File: src/hw/rtl/nirfd_pkg.sv
`default_nettype none
// ----------------------------------------------------------------------------
// NEC IR frame decoder package
// Shared types and constants for the pulse-duration frame decoder.
// ----------------------------------------------------------------------------
package nirfd_pkg;

  localparam int TICKS_W   = 16;
  localparam int BOUND_W   = 10;
  localparam int BYTE_W    = 8;
  localparam int BIT_CNT_W = 3;
  localparam int CFG_IDX_W = 4;
  localparam int OUT_BYTES = 4;

  // Reset values of the duration windows, in 100 us ticks.
  localparam logic [BOUND_W-1:0] LEAD_MIN_RST   = 10'd132;
  localparam logic [BOUND_W-1:0] LEAD_MAX_RST   = 10'd138;
  localparam logic [BOUND_W-1:0] REPEAT_MIN_RST = 10'd112;
  localparam logic [BOUND_W-1:0] REPEAT_MAX_RST = 10'd118;
  localparam logic [BOUND_W-1:0] ZERO_MIN_RST   = 10'd7;
  localparam logic [BOUND_W-1:0] ZERO_MAX_RST   = 10'd13;
  localparam logic [BOUND_W-1:0] ONE_MIN_RST    = 10'd17;
  localparam logic [BOUND_W-1:0] ONE_MAX_RST    = 10'd23;

  // Last bit position within a byte.
  localparam logic [BIT_CNT_W-1:0] LAST_BIT = 3'd7;

  // Register indexes of the configuration port.
  typedef enum logic [CFG_IDX_W-1:0] {
    REG_LEAD_MIN   = 4'd0,
    REG_LEAD_MAX   = 4'd1,
    REG_REPEAT_MIN = 4'd2,
    REG_REPEAT_MAX = 4'd3,
    REG_ZERO_MIN   = 4'd4,
    REG_ZERO_MAX   = 4'd5,
    REG_ONE_MIN    = 4'd6,
    REG_ONE_MAX    = 4'd7
  } cfg_reg_t;

  // Current duration windows.
  typedef struct packed {
    logic [BOUND_W-1:0] lead_min;
    logic [BOUND_W-1:0] lead_max;
    logic [BOUND_W-1:0] repeat_min;
    logic [BOUND_W-1:0] repeat_max;
    logic [BOUND_W-1:0] zero_min;
    logic [BOUND_W-1:0] zero_max;
    logic [BOUND_W-1:0] one_min;
    logic [BOUND_W-1:0] one_max;
  } cfg_t;

  // One decoded result beat.
  typedef struct packed {
    logic [OUT_BYTES-1:0][BYTE_W-1:0] frame_bytes;
    logic [BYTE_W-1:0]                repeat_count;
    logic                             is_repeat;
  } result_t;

endpackage

`default_nettype wire

File: src/hw/rtl/nirfd_cfg.sv
`default_nettype none
// ----------------------------------------------------------------------------
// NEC IR decoder configuration registers
// Holds the eight duration-window bounds, written through a plain write port.
// ----------------------------------------------------------------------------
module nirfd_cfg (
  input  wire logic                           clk,
  input  wire logic                           rst,
  input  wire logic                           cfg_write_en,
  input  wire logic [nirfd_pkg::CFG_IDX_W-1:0] cfg_index,
  input  wire logic [nirfd_pkg::BOUND_W-1:0]   cfg_data,
  output nirfd_pkg::cfg_t                      cfg
);

  // Register writes; indexes past the last register are dropped.
  always_ff @(posedge clk) begin
    if (rst) begin
      cfg.lead_min   <= nirfd_pkg::LEAD_MIN_RST;
      cfg.lead_max   <= nirfd_pkg::LEAD_MAX_RST;
      cfg.repeat_min <= nirfd_pkg::REPEAT_MIN_RST;
      cfg.repeat_max <= nirfd_pkg::REPEAT_MAX_RST;
      cfg.zero_min   <= nirfd_pkg::ZERO_MIN_RST;
      cfg.zero_max   <= nirfd_pkg::ZERO_MAX_RST;
      cfg.one_min    <= nirfd_pkg::ONE_MIN_RST;
      cfg.one_max    <= nirfd_pkg::ONE_MAX_RST;
    end else if (cfg_write_en) begin
      case (cfg_index)
        nirfd_pkg::REG_LEAD_MIN:   cfg.lead_min   <= cfg_data;
        nirfd_pkg::REG_LEAD_MAX:   cfg.lead_max   <= cfg_data;
        nirfd_pkg::REG_REPEAT_MIN: cfg.repeat_min <= cfg_data;
        nirfd_pkg::REG_REPEAT_MAX: cfg.repeat_max <= cfg_data;
        nirfd_pkg::REG_ZERO_MIN:   cfg.zero_min   <= cfg_data;
        nirfd_pkg::REG_ZERO_MAX:   cfg.zero_max   <= cfg_data;
        nirfd_pkg::REG_ONE_MIN:    cfg.one_min    <= cfg_data;
        nirfd_pkg::REG_ONE_MAX:    cfg.one_max    <= cfg_data;
        default: begin
        end
      endcase
    end
  end

endmodule

`default_nettype wire

File: src/hw/rtl/nirfd_core.sv
`default_nettype none
// ----------------------------------------------------------------------------
// NEC IR decoder core
// Classifies one pulse duration at a time and updates the frame state.
// ----------------------------------------------------------------------------
module nirfd_core #(
  parameter int FRAME_BYTES = 4
) (
  input  wire logic                         clk,
  input  wire logic                         rst,
  input  wire logic                         fire,
  input  wire logic [nirfd_pkg::TICKS_W-1:0] ticks,
  input  wire nirfd_pkg::cfg_t               cfg,
  output logic                               res_valid,
  output nirfd_pkg::result_t                 res
);

  localparam int IDX_W = (FRAME_BYTES > 1) ? $clog2(FRAME_BYTES) : 1;
  localparam logic [IDX_W-1:0] LAST_IDX = IDX_W'(FRAME_BYTES - 1);

  logic                                  receiving;
  logic                                  receiving_next;
  logic [nirfd_pkg::BIT_CNT_W-1:0]       bit_count;
  logic [nirfd_pkg::BIT_CNT_W-1:0]       bit_count_next;
  logic [IDX_W-1:0]                      byte_index;
  logic [IDX_W-1:0]                      byte_index_next;
  logic [nirfd_pkg::BYTE_W-1:0]          frame [FRAME_BYTES];
  logic [nirfd_pkg::BYTE_W-1:0]          frame_next [FRAME_BYTES];
  logic [nirfd_pkg::BYTE_W-1:0]          repeat_counter;
  logic [nirfd_pkg::BYTE_W-1:0]          repeat_counter_next;
  logic [nirfd_pkg::OUT_BYTES-1:0][nirfd_pkg::BYTE_W-1:0] emit_bytes;
  logic                                  is_lead;
  logic                                  is_repeat_code;
  logic                                  is_one;
  logic                                  is_zero;
  logic                                  emit_frame;
  logic                                  emit_repeat;

  // Window checks, bounds inclusive.
  function automatic logic in_window(
    input logic [nirfd_pkg::TICKS_W-1:0] t,
    input logic [nirfd_pkg::BOUND_W-1:0] lo,
    input logic [nirfd_pkg::BOUND_W-1:0] hi
  );
    logic [nirfd_pkg::TICKS_W-1:0] lo_x;
    logic [nirfd_pkg::TICKS_W-1:0] hi_x;
    lo_x = nirfd_pkg::TICKS_W'(lo);
    hi_x = nirfd_pkg::TICKS_W'(hi);
    return (t >= lo_x) && (t <= hi_x);
  endfunction

  assign is_lead        = in_window(ticks, cfg.lead_min, cfg.lead_max);
  assign is_repeat_code = in_window(ticks, cfg.repeat_min, cfg.repeat_max);
  assign is_one         = in_window(ticks, cfg.one_min, cfg.one_max);
  assign is_zero        = !is_one && in_window(ticks, cfg.zero_min, cfg.zero_max);

  // Next-state logic for one pulse.
  always_comb begin
    receiving_next      = receiving;
    bit_count_next      = bit_count;
    byte_index_next     = byte_index;
    repeat_counter_next = repeat_counter;
    frame_next          = frame;
    emit_frame          = 1'b0;
    emit_repeat         = 1'b0;
    if (fire) begin
      if (!receiving) begin
        if (is_lead) begin
          receiving_next      = 1'b1;
          bit_count_next      = '0;
          byte_index_next     = '0;
          repeat_counter_next = '0;
        end else if (is_repeat_code) begin
          repeat_counter_next = repeat_counter + 8'd1;
          emit_repeat         = 1'b1;
        end
      end else if (!is_one && !is_zero) begin
        // Bad bit period: drop back to idle, keep the partial bytes.
        receiving_next  = 1'b0;
        bit_count_next  = '0;
        byte_index_next = '0;
      end else begin
        frame_next[byte_index] = {is_one, frame[byte_index][nirfd_pkg::BYTE_W-1:1]};
        bit_count_next = bit_count + 3'd1;
        if (bit_count == nirfd_pkg::LAST_BIT) begin
          if (byte_index == LAST_IDX) begin
            receiving_next  = 1'b0;
            byte_index_next = '0;
            emit_frame      = 1'b1;
          end else begin
            byte_index_next = byte_index + IDX_W'(1);
          end
        end
      end
    end
  end

  // Reported bytes; positions past the frame length read as zero.
  for (genvar k = 0; k < nirfd_pkg::OUT_BYTES; k++) begin : g_emit
    if (k < FRAME_BYTES) begin : g_have
      assign emit_bytes[k] = frame_next[k];
    end else begin : g_none
      assign emit_bytes[k] = '0;
    end
  end

  assign res_valid        = emit_frame || emit_repeat;
  assign res.frame_bytes  = emit_bytes;
  assign res.repeat_count = repeat_counter_next;
  assign res.is_repeat    = emit_repeat;

  // State registers.
  always_ff @(posedge clk) begin
    if (rst) begin
      receiving      <= 1'b0;
      bit_count      <= '0;
      byte_index     <= '0;
      repeat_counter <= '0;
      for (int i = 0; i < FRAME_BYTES; i++) begin
        frame[i] <= '0;
      end
    end else begin
      receiving      <= receiving_next;
      bit_count      <= bit_count_next;
      byte_index     <= byte_index_next;
      repeat_counter <= repeat_counter_next;
      frame          <= frame_next;
    end
  end

endmodule

`default_nettype wire

File: src/hw/rtl/nec_ir_frame_decoder.sv
`default_nettype none
// ----------------------------------------------------------------------------
// NEC IR frame decoder
// Decodes NEC frames and repeat codes from measured pulse-pair durations.
// ----------------------------------------------------------------------------
// The decoder takes one pulse duration per clock cycle while pulse_stall is low.
// A pulse passes through the input register; the core's state update then
// writes the result beat into the output register.
// Only a completed frame or a repeat code produces a beat. While a result
// waits on frame_stall, one more pulse is taken and held in the input
// register; pulse_stall then rises until the result is taken.
module nec_ir_frame_decoder #(
  parameter int FRAME_BYTES = 4
) (
  input  wire logic                            clk,
  input  wire logic                            rst,
  input  wire logic                            cfg_write_en,
  input  wire logic [nirfd_pkg::CFG_IDX_W-1:0] cfg_index,
  input  wire logic [nirfd_pkg::BOUND_W-1:0]   cfg_data,
  input  wire logic                            pulse_valid,
  output logic                                 pulse_stall,
  input  wire logic [nirfd_pkg::TICKS_W-1:0]   pulse_ticks,
  output logic                                 frame_valid,
  input  wire logic                            frame_stall,
  output logic [nirfd_pkg::BYTE_W-1:0]         address_byte,
  output logic [nirfd_pkg::BYTE_W-1:0]         address_inv_byte,
  output logic [nirfd_pkg::BYTE_W-1:0]         command_byte,
  output logic [nirfd_pkg::BYTE_W-1:0]         command_inv_byte,
  output logic [nirfd_pkg::BYTE_W-1:0]         repeat_count,
  output logic                                 is_repeat
);

  nirfd_pkg::cfg_t                  cfg;
  nirfd_pkg::result_t               res;
  nirfd_pkg::result_t               out_res;
  logic                             res_valid;
  logic                             s1_valid;
  logic [nirfd_pkg::TICKS_W-1:0]    s1_ticks;
  logic                             advance;
  logic                             fire;

  nirfd_cfg u_cfg (
    .clk          (clk),
    .rst          (rst),
    .cfg_write_en (cfg_write_en),
    .cfg_index    (cfg_index),
    .cfg_data     (cfg_data),
    .cfg          (cfg)
  );

  // The core runs whenever the output register is empty or being drained.
  assign advance     = !frame_valid || !frame_stall;
  assign fire        = s1_valid && advance;
  assign pulse_stall = s1_valid && !advance;

  nirfd_core #(
    .FRAME_BYTES (FRAME_BYTES)
  ) u_core (
    .clk       (clk),
    .rst       (rst),
    .fire      (fire),
    .ticks     (s1_ticks),
    .cfg       (cfg),
    .res_valid (res_valid),
    .res       (res)
  );

  // Input register.
  always_ff @(posedge clk) begin
    if (rst) begin
      s1_valid <= 1'b0;
    end else if (!pulse_stall) begin
      s1_valid <= pulse_valid;
    end
  end

  always_ff @(posedge clk) begin
    if (pulse_valid && !pulse_stall) begin
      s1_ticks <= pulse_ticks;
    end
  end

  // Output register.
  always_ff @(posedge clk) begin
    if (rst) begin
      frame_valid <= 1'b0;
    end else if (advance) begin
      frame_valid <= fire && res_valid;
    end
  end

  always_ff @(posedge clk) begin
    if (fire && res_valid) begin
      out_res <= res;
    end
  end

  assign address_byte     = out_res.frame_bytes[0];
  assign address_inv_byte = out_res.frame_bytes[1];
  assign command_byte     = out_res.frame_bytes[2];
  assign command_inv_byte = out_res.frame_bytes[3];
  assign repeat_count     = out_res.repeat_count;
  assign is_repeat        = out_res.is_repeat;

endmodule

`default_nettype wire

File: config.mk
export PLATFORM = sky130hd
export DESIGN_NAME = nec_ir_frame_decoder
export DESIGN_NICKNAME = d
export VERILOG_FILES = /design/src/hw/rtl/nirfd_pkg.sv /design/src/hw/rtl/nirfd_cfg.sv /design/src/hw/rtl/nirfd_core.sv /design/src/hw/rtl/nec_ir_frame_decoder.sv
export SDC_FILE = /design/constraint.sdc
export NUM_CORES = 1
export LEC_CHECK = 0
export BUFFER_PORTS_ARGS = -buffer_cell sky130_fd_sc_hd__buf_2
export CAP_MARGIN = 20
export CORE_ASPECT_RATIO = 1.2
export CORE_MARGIN = 3
export CORE_UTILIZATION = 40
export DETAILED_ROUTE_END_ITERATION = 8
export SYNTH_ARGS = -nofsm -noshare
export SYNTH_HDL_FRONTEND = slang
export SYNTH_SLANG_ARGS = --single-unit
File: constraint.sdc
create_clock -name clk -period 11.2 [get_ports clk]
set_input_delay 0.56 -clock clk [delete_from_list [all_inputs] [get_ports clk]]
set_output_delay 0.56 -clock clk [all_outputs]
set_load 0.01 [all_outputs]
==> results of run 1 <==
-- power groups by stage --
| stage | sequential, mW | clock, mW | combinational (mW) |
|---|---|---|---|
| after floorplan | 0.719 | 0 | 0.0698 |
| after global placement | 0.724 | 0 | 0.0997 |
| after detailed placement | 0.724 | 0 | 0.101 |
| after CTS | 0.709 | 0.619 | 0.102 |
| after global routing | 0.710 | 0.648 | 0.115 |
| final | 0.709 | 0.610 | 0.101 |
-- per-layer routing --
metal	vias to the layer above	GRT usage [%]	part of all wire (%)
li1	3316	-	-
met1	3287	23.1	43
met2	139	33.6	51
met3	30	2.56	3.1
met4	0	5.94	2.0
met5	-	0	0
-- logic make-up after synthesis --
kind of cell    count (synthesis)  share of synthesized area [%]
mux                           103                           12.5
compound gates                134                           10.9
buf+inv                       130                           5.56
flops                         185                           45.6
fa+ha+maj                      87                           11.6
xor+xnor                        6                          0.561
simple gates                  257                           13.2
-- final cells by class --
class                           instances  area share, %
Multi-Input combinational cell        587           43.4
Clock buffer                           17           4.01
Sequential cell                       185           40.3
Inverter                               82           2.90
Timing Repair Buffer                   84           4.13
Clock inverter                         15           1.63
Tap cell                              310           3.66
-- sequential cells by signal (all words and copies together), names as in the netlist --
name / flops
u_cfg.cfg: 80
u_core.frame: 32
s1_ticks: 16
address_byte: 8
address_inv_byte: 8
command_byte: 8
command_inv_byte: 8
repeat_count: 8
u_core.repeat_counter: 8
u_core.bit_count: 3
u_core.byte_index: 2
frame_valid: 1
is_repeat: 1
s1_valid: 1
u_core.receiving: 1
-- final timing paths --
kind,end,startpoint
max reg2reg,command_inv_byte[6]$_DFFE_PP_,s1_ticks[2]$_DFFE_PP_
min reg2reg,u_cfg.cfg[37]$_SDFFE_PP0P_,u_cfg.cfg[37]$_SDFFE_PP0P_
max,command_inv_byte[6]$_DFFE_PP_,s1_ticks[2]$_DFFE_PP_
min,s1_ticks[14]$_DFFE_PP_,pulse_ticks[14]
-- layout by cell type, fill, tap and decap left out, types with 28 or more instances in the layout --
cell | synthesis | final
a21oi_1 | 34 | 34
buf_2 | 4 | 77
dfxtp_1 | 128 | 128
edfxtp_1 | 57 | 57
ha_1 | 87 | 87
inv_1 | 82 | 81
mux2i_1 | 66 | 66
nand2_1 | 79 | 79
nor2_1 | 73 | 73
nor3_1 | 29 | 28
-- through the flow --
| step | worst slack (ps) | hold slack, ps |
|---|---|---|
| final | 7580 | 288 |
| after detailed placement | 7630 | 448 |
| after global routing | 7320 | 270 |
| after global placement | 7710 | 444 |
| after CTS | 7600 | 275 |
| after floorplan | 6690 | 435 |
-- worst register-to-register path: stages, from the launching register on --
cell	delay, ps
edfxtp_1	560
ha_1	370
a211oi_1	220
o21ai_0	130
a211oi_1	430
o21ai_2	190
a21oi_4	840
nor2_2	290
mux2_2	360
==> metrics.yaml, run 1 <==
outcome: "complete, no violations"
leakage_nw: 4.50
rsz0062_at_grt: "false"
worst_pin_slew_ps: 1030
grt_pass1_vias: 6713
cts_tree: "done"
finalPower_mw: 1.42
antenna_found_initial: 0
ir_drop_mv: 0.113
htree_levels: 4
yosysUniqueCellTypes: 69
ant_nets: 0
dpl.cell_count: 1248
critPathMaxStageDelay_ps: 840
yosysWarningCount: 0
fp.coreArea_um2: 22700
switching_share_pct: 26.9
viasPerCell: 5.29
pwr-share-seq_pct: 49.9
hold_class: "in2reg"
cts_made_buffers: 17
cp.arrival_ps: 3820
cp-end-kind: "flip-flop"
whs_path_depth: 1
drc: 0
track_usage_pct: 18.7
start_util_pct: 41.2
drtIter0Drc: 343
reg2regPathDepth: 8
worst_path_most_repeated_cell: "a211oi_1"
netlist_area_um2: 9370
fin_skew_ps: 13.4
slowest_stage: "a21oi_4"
fin_crit_sh_pct: 32.4
fin_cells: 1280
nets: 1079
power_frac_clock_pct: 43.0
yosysTopAreaCell: "dfxtp_1"
dp_hpwl_mm: 16.5
drv_slew: 0
synth.cells.most_frequent: "dfxtp_1 (128), ha_1 (87), inv_1 (82), nand2_1 (79), nor2_1 (73)"
crit_buf_inv: 0
worst-path-stages: 8
drt_pass1_iterations: 5
ys_async_sr_fraction_pct: 0
postSynthAreaPerCell_um2: 10.4
drv_cap: 0
grt_pass1_wl_mm: 37.3
dieHeight_um: 174
die_area_um2: 25300
synth_top_area_share_pct: 27.4
switchingPower_uw: 382
cts-root-buf: "clkbuf_16"
utilization_pct: 46.6
crit_path_max_fanout: 35
dpl-instance-area_um2: 10000
max-slew-margin-rel_pct: 31.5
fp.dieW_um: 146
fmax_mhz: 276
finalSetupViolCount: 0
clockBufferDepth: 2
multi_input_area_um2: 4600
clk_latency_ps: 450
io_pins: 78
p_int_mw: 1.04
synth-edff-count: 57
ys.flop_type: "dfxtp_1"
drive_above_1_share_pct: 20.5
cts.clk_slew.worst_paths_ps: 80
finalInstanceArea_um2: 10600
vias: 6772
core.rowCount: 60
synthToLayoutAreaGrowth_pct: 13.2
overflow: 0
cts_hold_buf: 0
finalHoldViolCount: 0
layout_min_cycle_time_ps: 3620
cts_resized: 0
grt_max_degree: 72
gp_congestion: 0.905
wl_per_cell_um: 18.2
cp.required_ps: 11390
setup_tns_ps: 0
cts.sinks: 185
num-fill-cells: 2176
n_antenna_cell: 0
synth_most_common_cell: "dfxtp_1"
yosys_register_bits: 185
wl_mm: 23.3
p_comb_share_pct: 7.1
cp_top_family: "compound AO/OA/AOI/OAI gates"
io_buffers: 77
crit_chain: "ha_1, a211oi_1, o21ai_0, a211oi_1, o21ai_2, a21oi_4, nor2_2, mux2_2"
syn_nets: 1024
critPathLaunchType: "flip-flop"
critical_path_class: "reg2reg"
power_density_nw_per_um2: 134
synth.area.top_cells: "dfxtp_1 (27%), edfxtp_1 (18%), ha_1 (12%), mux2i_1 (7.1%), inv_1 (3.3%)"
postCtsSetupBuffers: 0
seq_area_frac_synth_pct: 45.6
netlist_instances: 902
r2r_slack_ps: 7580
regArea_um2: 4270
Power figures use the tool's default switching activity.
==> inputs of run 2 (changes only) <==
Clock period 11.2 ns to 3.04 ns, I/O delays scaled along.
==> metrics.yaml, run 2 (synthesized netlist as in run 1, its figures left out) <==
cp.required_ps: 3220  # was 11,390 ps
drive_above_1_share_pct: 22.7  # was 20.5%
vias: 6791  # was 6,772
final_common_cell: "dfxtp_1"  # unchanged
post-place-ws_ps: 119  # was 7630 ps
drv_slew: 0  # unchanged
utilization_pct: 48.8  # was 46.6%
htree_levels: 4  # unchanged
worst_pin_slew_ps: 782  # was 1030 ps
wl_per_cell_um: 16.6  # was 18.2 um
power_density_nw_per_um2: 477  # was 134 nW/um2
critPathLaunchType: "flip-flop"  # unchanged
fp.dieW_um: 146  # unchanged
clockBufferDepth: 2  # unchanged
antenna_found_initial: 1  # was 0
fin_crit_sh_pct: 95.7  # was 32.4%
max-slew-margin-rel_pct: 47.7  # was 31.5%
cp-end-kind: "flip-flop"  # unchanged
fp.coreArea_um2: 22700  # unchanged
top_register: "u_cfg.cfg"  # unchanged
drv_cap: 0  # unchanged
fin_skew_ps: 13.0  # was 13.4 ps
setup_ws_ps: 132  # was 7580 ps
largest_reg_flops: 80  # unchanged
worstHoldEndpoint: "u_cfg.cfg[36]$_SDFFE_PP0P_"  # was s1_ticks[14]$_DFFE_PP_
core.rowCount: 60  # unchanged
ir_drop_mv: 0.367  # was 0.113 mV
fmax_mhz: 344  # was 276 MHz
finalSetupViolCount: 0  # unchanged
die_area_um2: 25300  # unchanged
multi_input_area_um2: 4620  # was 4600 um2
finalHoldViolCount: 0  # unchanged
critical_path_class: "reg2reg"  # unchanged
reg2regPathDepth: 9  # was 8
rsz0062_at_grt: "false"  # unchanged
grt_max_degree: 71  # was 72
grt_pass1_wl_mm: 36.8  # was 37.3 mm
setup_tns_ps: 0  # unchanged
dieHeight_um: 174  # unchanged
nets: 1126  # was 1,079
dp_hpwl_mm: 15.9  # was 16.5 mm
io_pins: 78  # unchanged
outcome: "complete, no violations"  # unchanged
cts.sinks: 185  # unchanged
cts_made_buffers: 17  # unchanged
hold_ws_ps: 62.1  # was 288 ps
synthToLayoutAreaGrowth_pct: 18.4  # was 13.2%
hp-start: "cfg_data[6]"  # was pulse_ticks[14]
cts_tree: "done"  # unchanged
regArea_um2: 4270  # unchanged
layout_min_cycle_time_ps: 2910  # was 3620 ps
reg_top3: "u_cfg.cfg (80), u_core.frame (32), s1_ticks (16)"  # unchanged
drc: 0  # unchanged
hold_class: "in2reg"  # unchanged
mostFrequentLayoutCells: "dfxtp_1 (128), ha_1 (86), inv_1 (81)"  # was dfxtp_1 (128), ha_1 (87), inv_1 (81)
io_buffers: 77  # unchanged
gp_congestion: 0.882  # was 0.905
cts-root-buf: "clkbuf_16"  # unchanged
leakage_nw: 4.74  # was 4.50 nW
cts.clk_slew.worst_paths_ps: 70  # was 80 ps
crit_path_max_fanout: 14  # was 35
cp.arrival_ps: 3090  # was 3820 ps
finalPower_mw: 5.29  # was 1.42 mW
track_usage_pct: 18.0  # was 18.7%
wl_mm: 22.1  # was 23.3 mm
r2r_slack_ps: 130  # was 7580 ps
clk_latency_ps: 430  # was 450 ps
grt_pass1_vias: 6910  # was 6,713
ant_nets: 0  # unchanged
drtIter0Drc: 354  # was 343
whs_path_depth: 3  # was 1
overflow: 0  # unchanged
drt_pass1_iterations: 4  # was 5
viasPerCell: 5.12  # was 5.29
start_util_pct: 41.2  # unchanged
timing.rr.end: "command_byte[0]$_DFFE_PP_"  # was command_inv_byte[6]$_DFFE_PP_
num-fill-cells: 2163  # was 2,176
n_antenna_cell: 0  # unchanged
r2r_start: "s1_ticks[2]$_DFFE_PP_"  # unchanged
## run 2: what timing repair did
item                                    4_1_cts  5_1_grt
endpoints found under the hold margin        17        0
hold buffers                                 17        0
setup buffers                                 0        3
resized for setup                             0        2
endpoints found under the setup margin        0       25
## run 2: layout make-up
cell class,count,area share (%)
Multi-Input combinational cell,587,41.6
Sequential cell,185,38.5
Timing Repair Buffer,131,8.08
Clock buffer,17,3.84
Tap cell,310,3.50
Inverter,82,2.77
Clock inverter,15,1.65
## run 2: through the flow
stage,cell area [um2],instances
after floorplan,9400,902
after global placement,10300,1275
after detailed placement,10300,1275
after CTS,11100,1324
after global routing,11100,1327
final,11100,1327
## run 2: report_power, final
group	leakage, nW	switching, mW	internal (mW)
clock	0.296	1.09	1.19
sequential	1.65	0.0316	2.57
combinational	2.79	0.241	0.176
## run 2: metal layers
| metal | share of wire [%] | up-vias | GRT usage [%] |
|---|---|---|---|
| li1 | - | 3421 | - |
| met1 | 45 | 3242 | 22.8 |
| met2 | 51 | 103 | 31.7 |
| met3 | 2.8 | 23 | 3.06 |
| met4 | 1.5 | 2 | 4.79 |
| met5 | 0.059 | - | 0 |
## run 2: worst max-delay path: stages (launching register included)
cell      delay, ps
edfxtp_1        490
ha_1            340
a211o_1         290
a31oi_1         160
nor4_1           90
o32a_4          360
and3_4          200
a41oi_4         190
buf_12          190
mux2_2          340
## run 2: worst max path at each step
| stage | start | cells past startpoint | slack [ps] | to |
|---|---|---|---|---|
| 3_5_place_dp | s1_ticks[6]$_DFFE_PP_ | 8 | 120 | address_byte[7]$_DFFE_PP_ |
| 4_1_cts | s1_ticks[6]$_DFFE_PP_ | 8 | 100 | address_byte[7]$_DFFE_PP_ |
| 3_3_place_gp | s1_ticks[2]$_DFFE_PP_ | 9 | 130 | address_byte[1]$_DFFE_PP_ |
| 5_1_grt | s1_ticks[9]$_DFFE_PP_ | 9 | 30 | command_byte[0]$_DFFE_PP_ |
| 2_1_floorplan | s1_ticks[3]$_DFFE_PP_ | 8 | 30 | address_byte[0]$_DFFE_PP_ |
| 6_report | s1_ticks[2]$_DFFE_PP_ | 9 | 130 | command_byte[0]$_DFFE_PP_ |
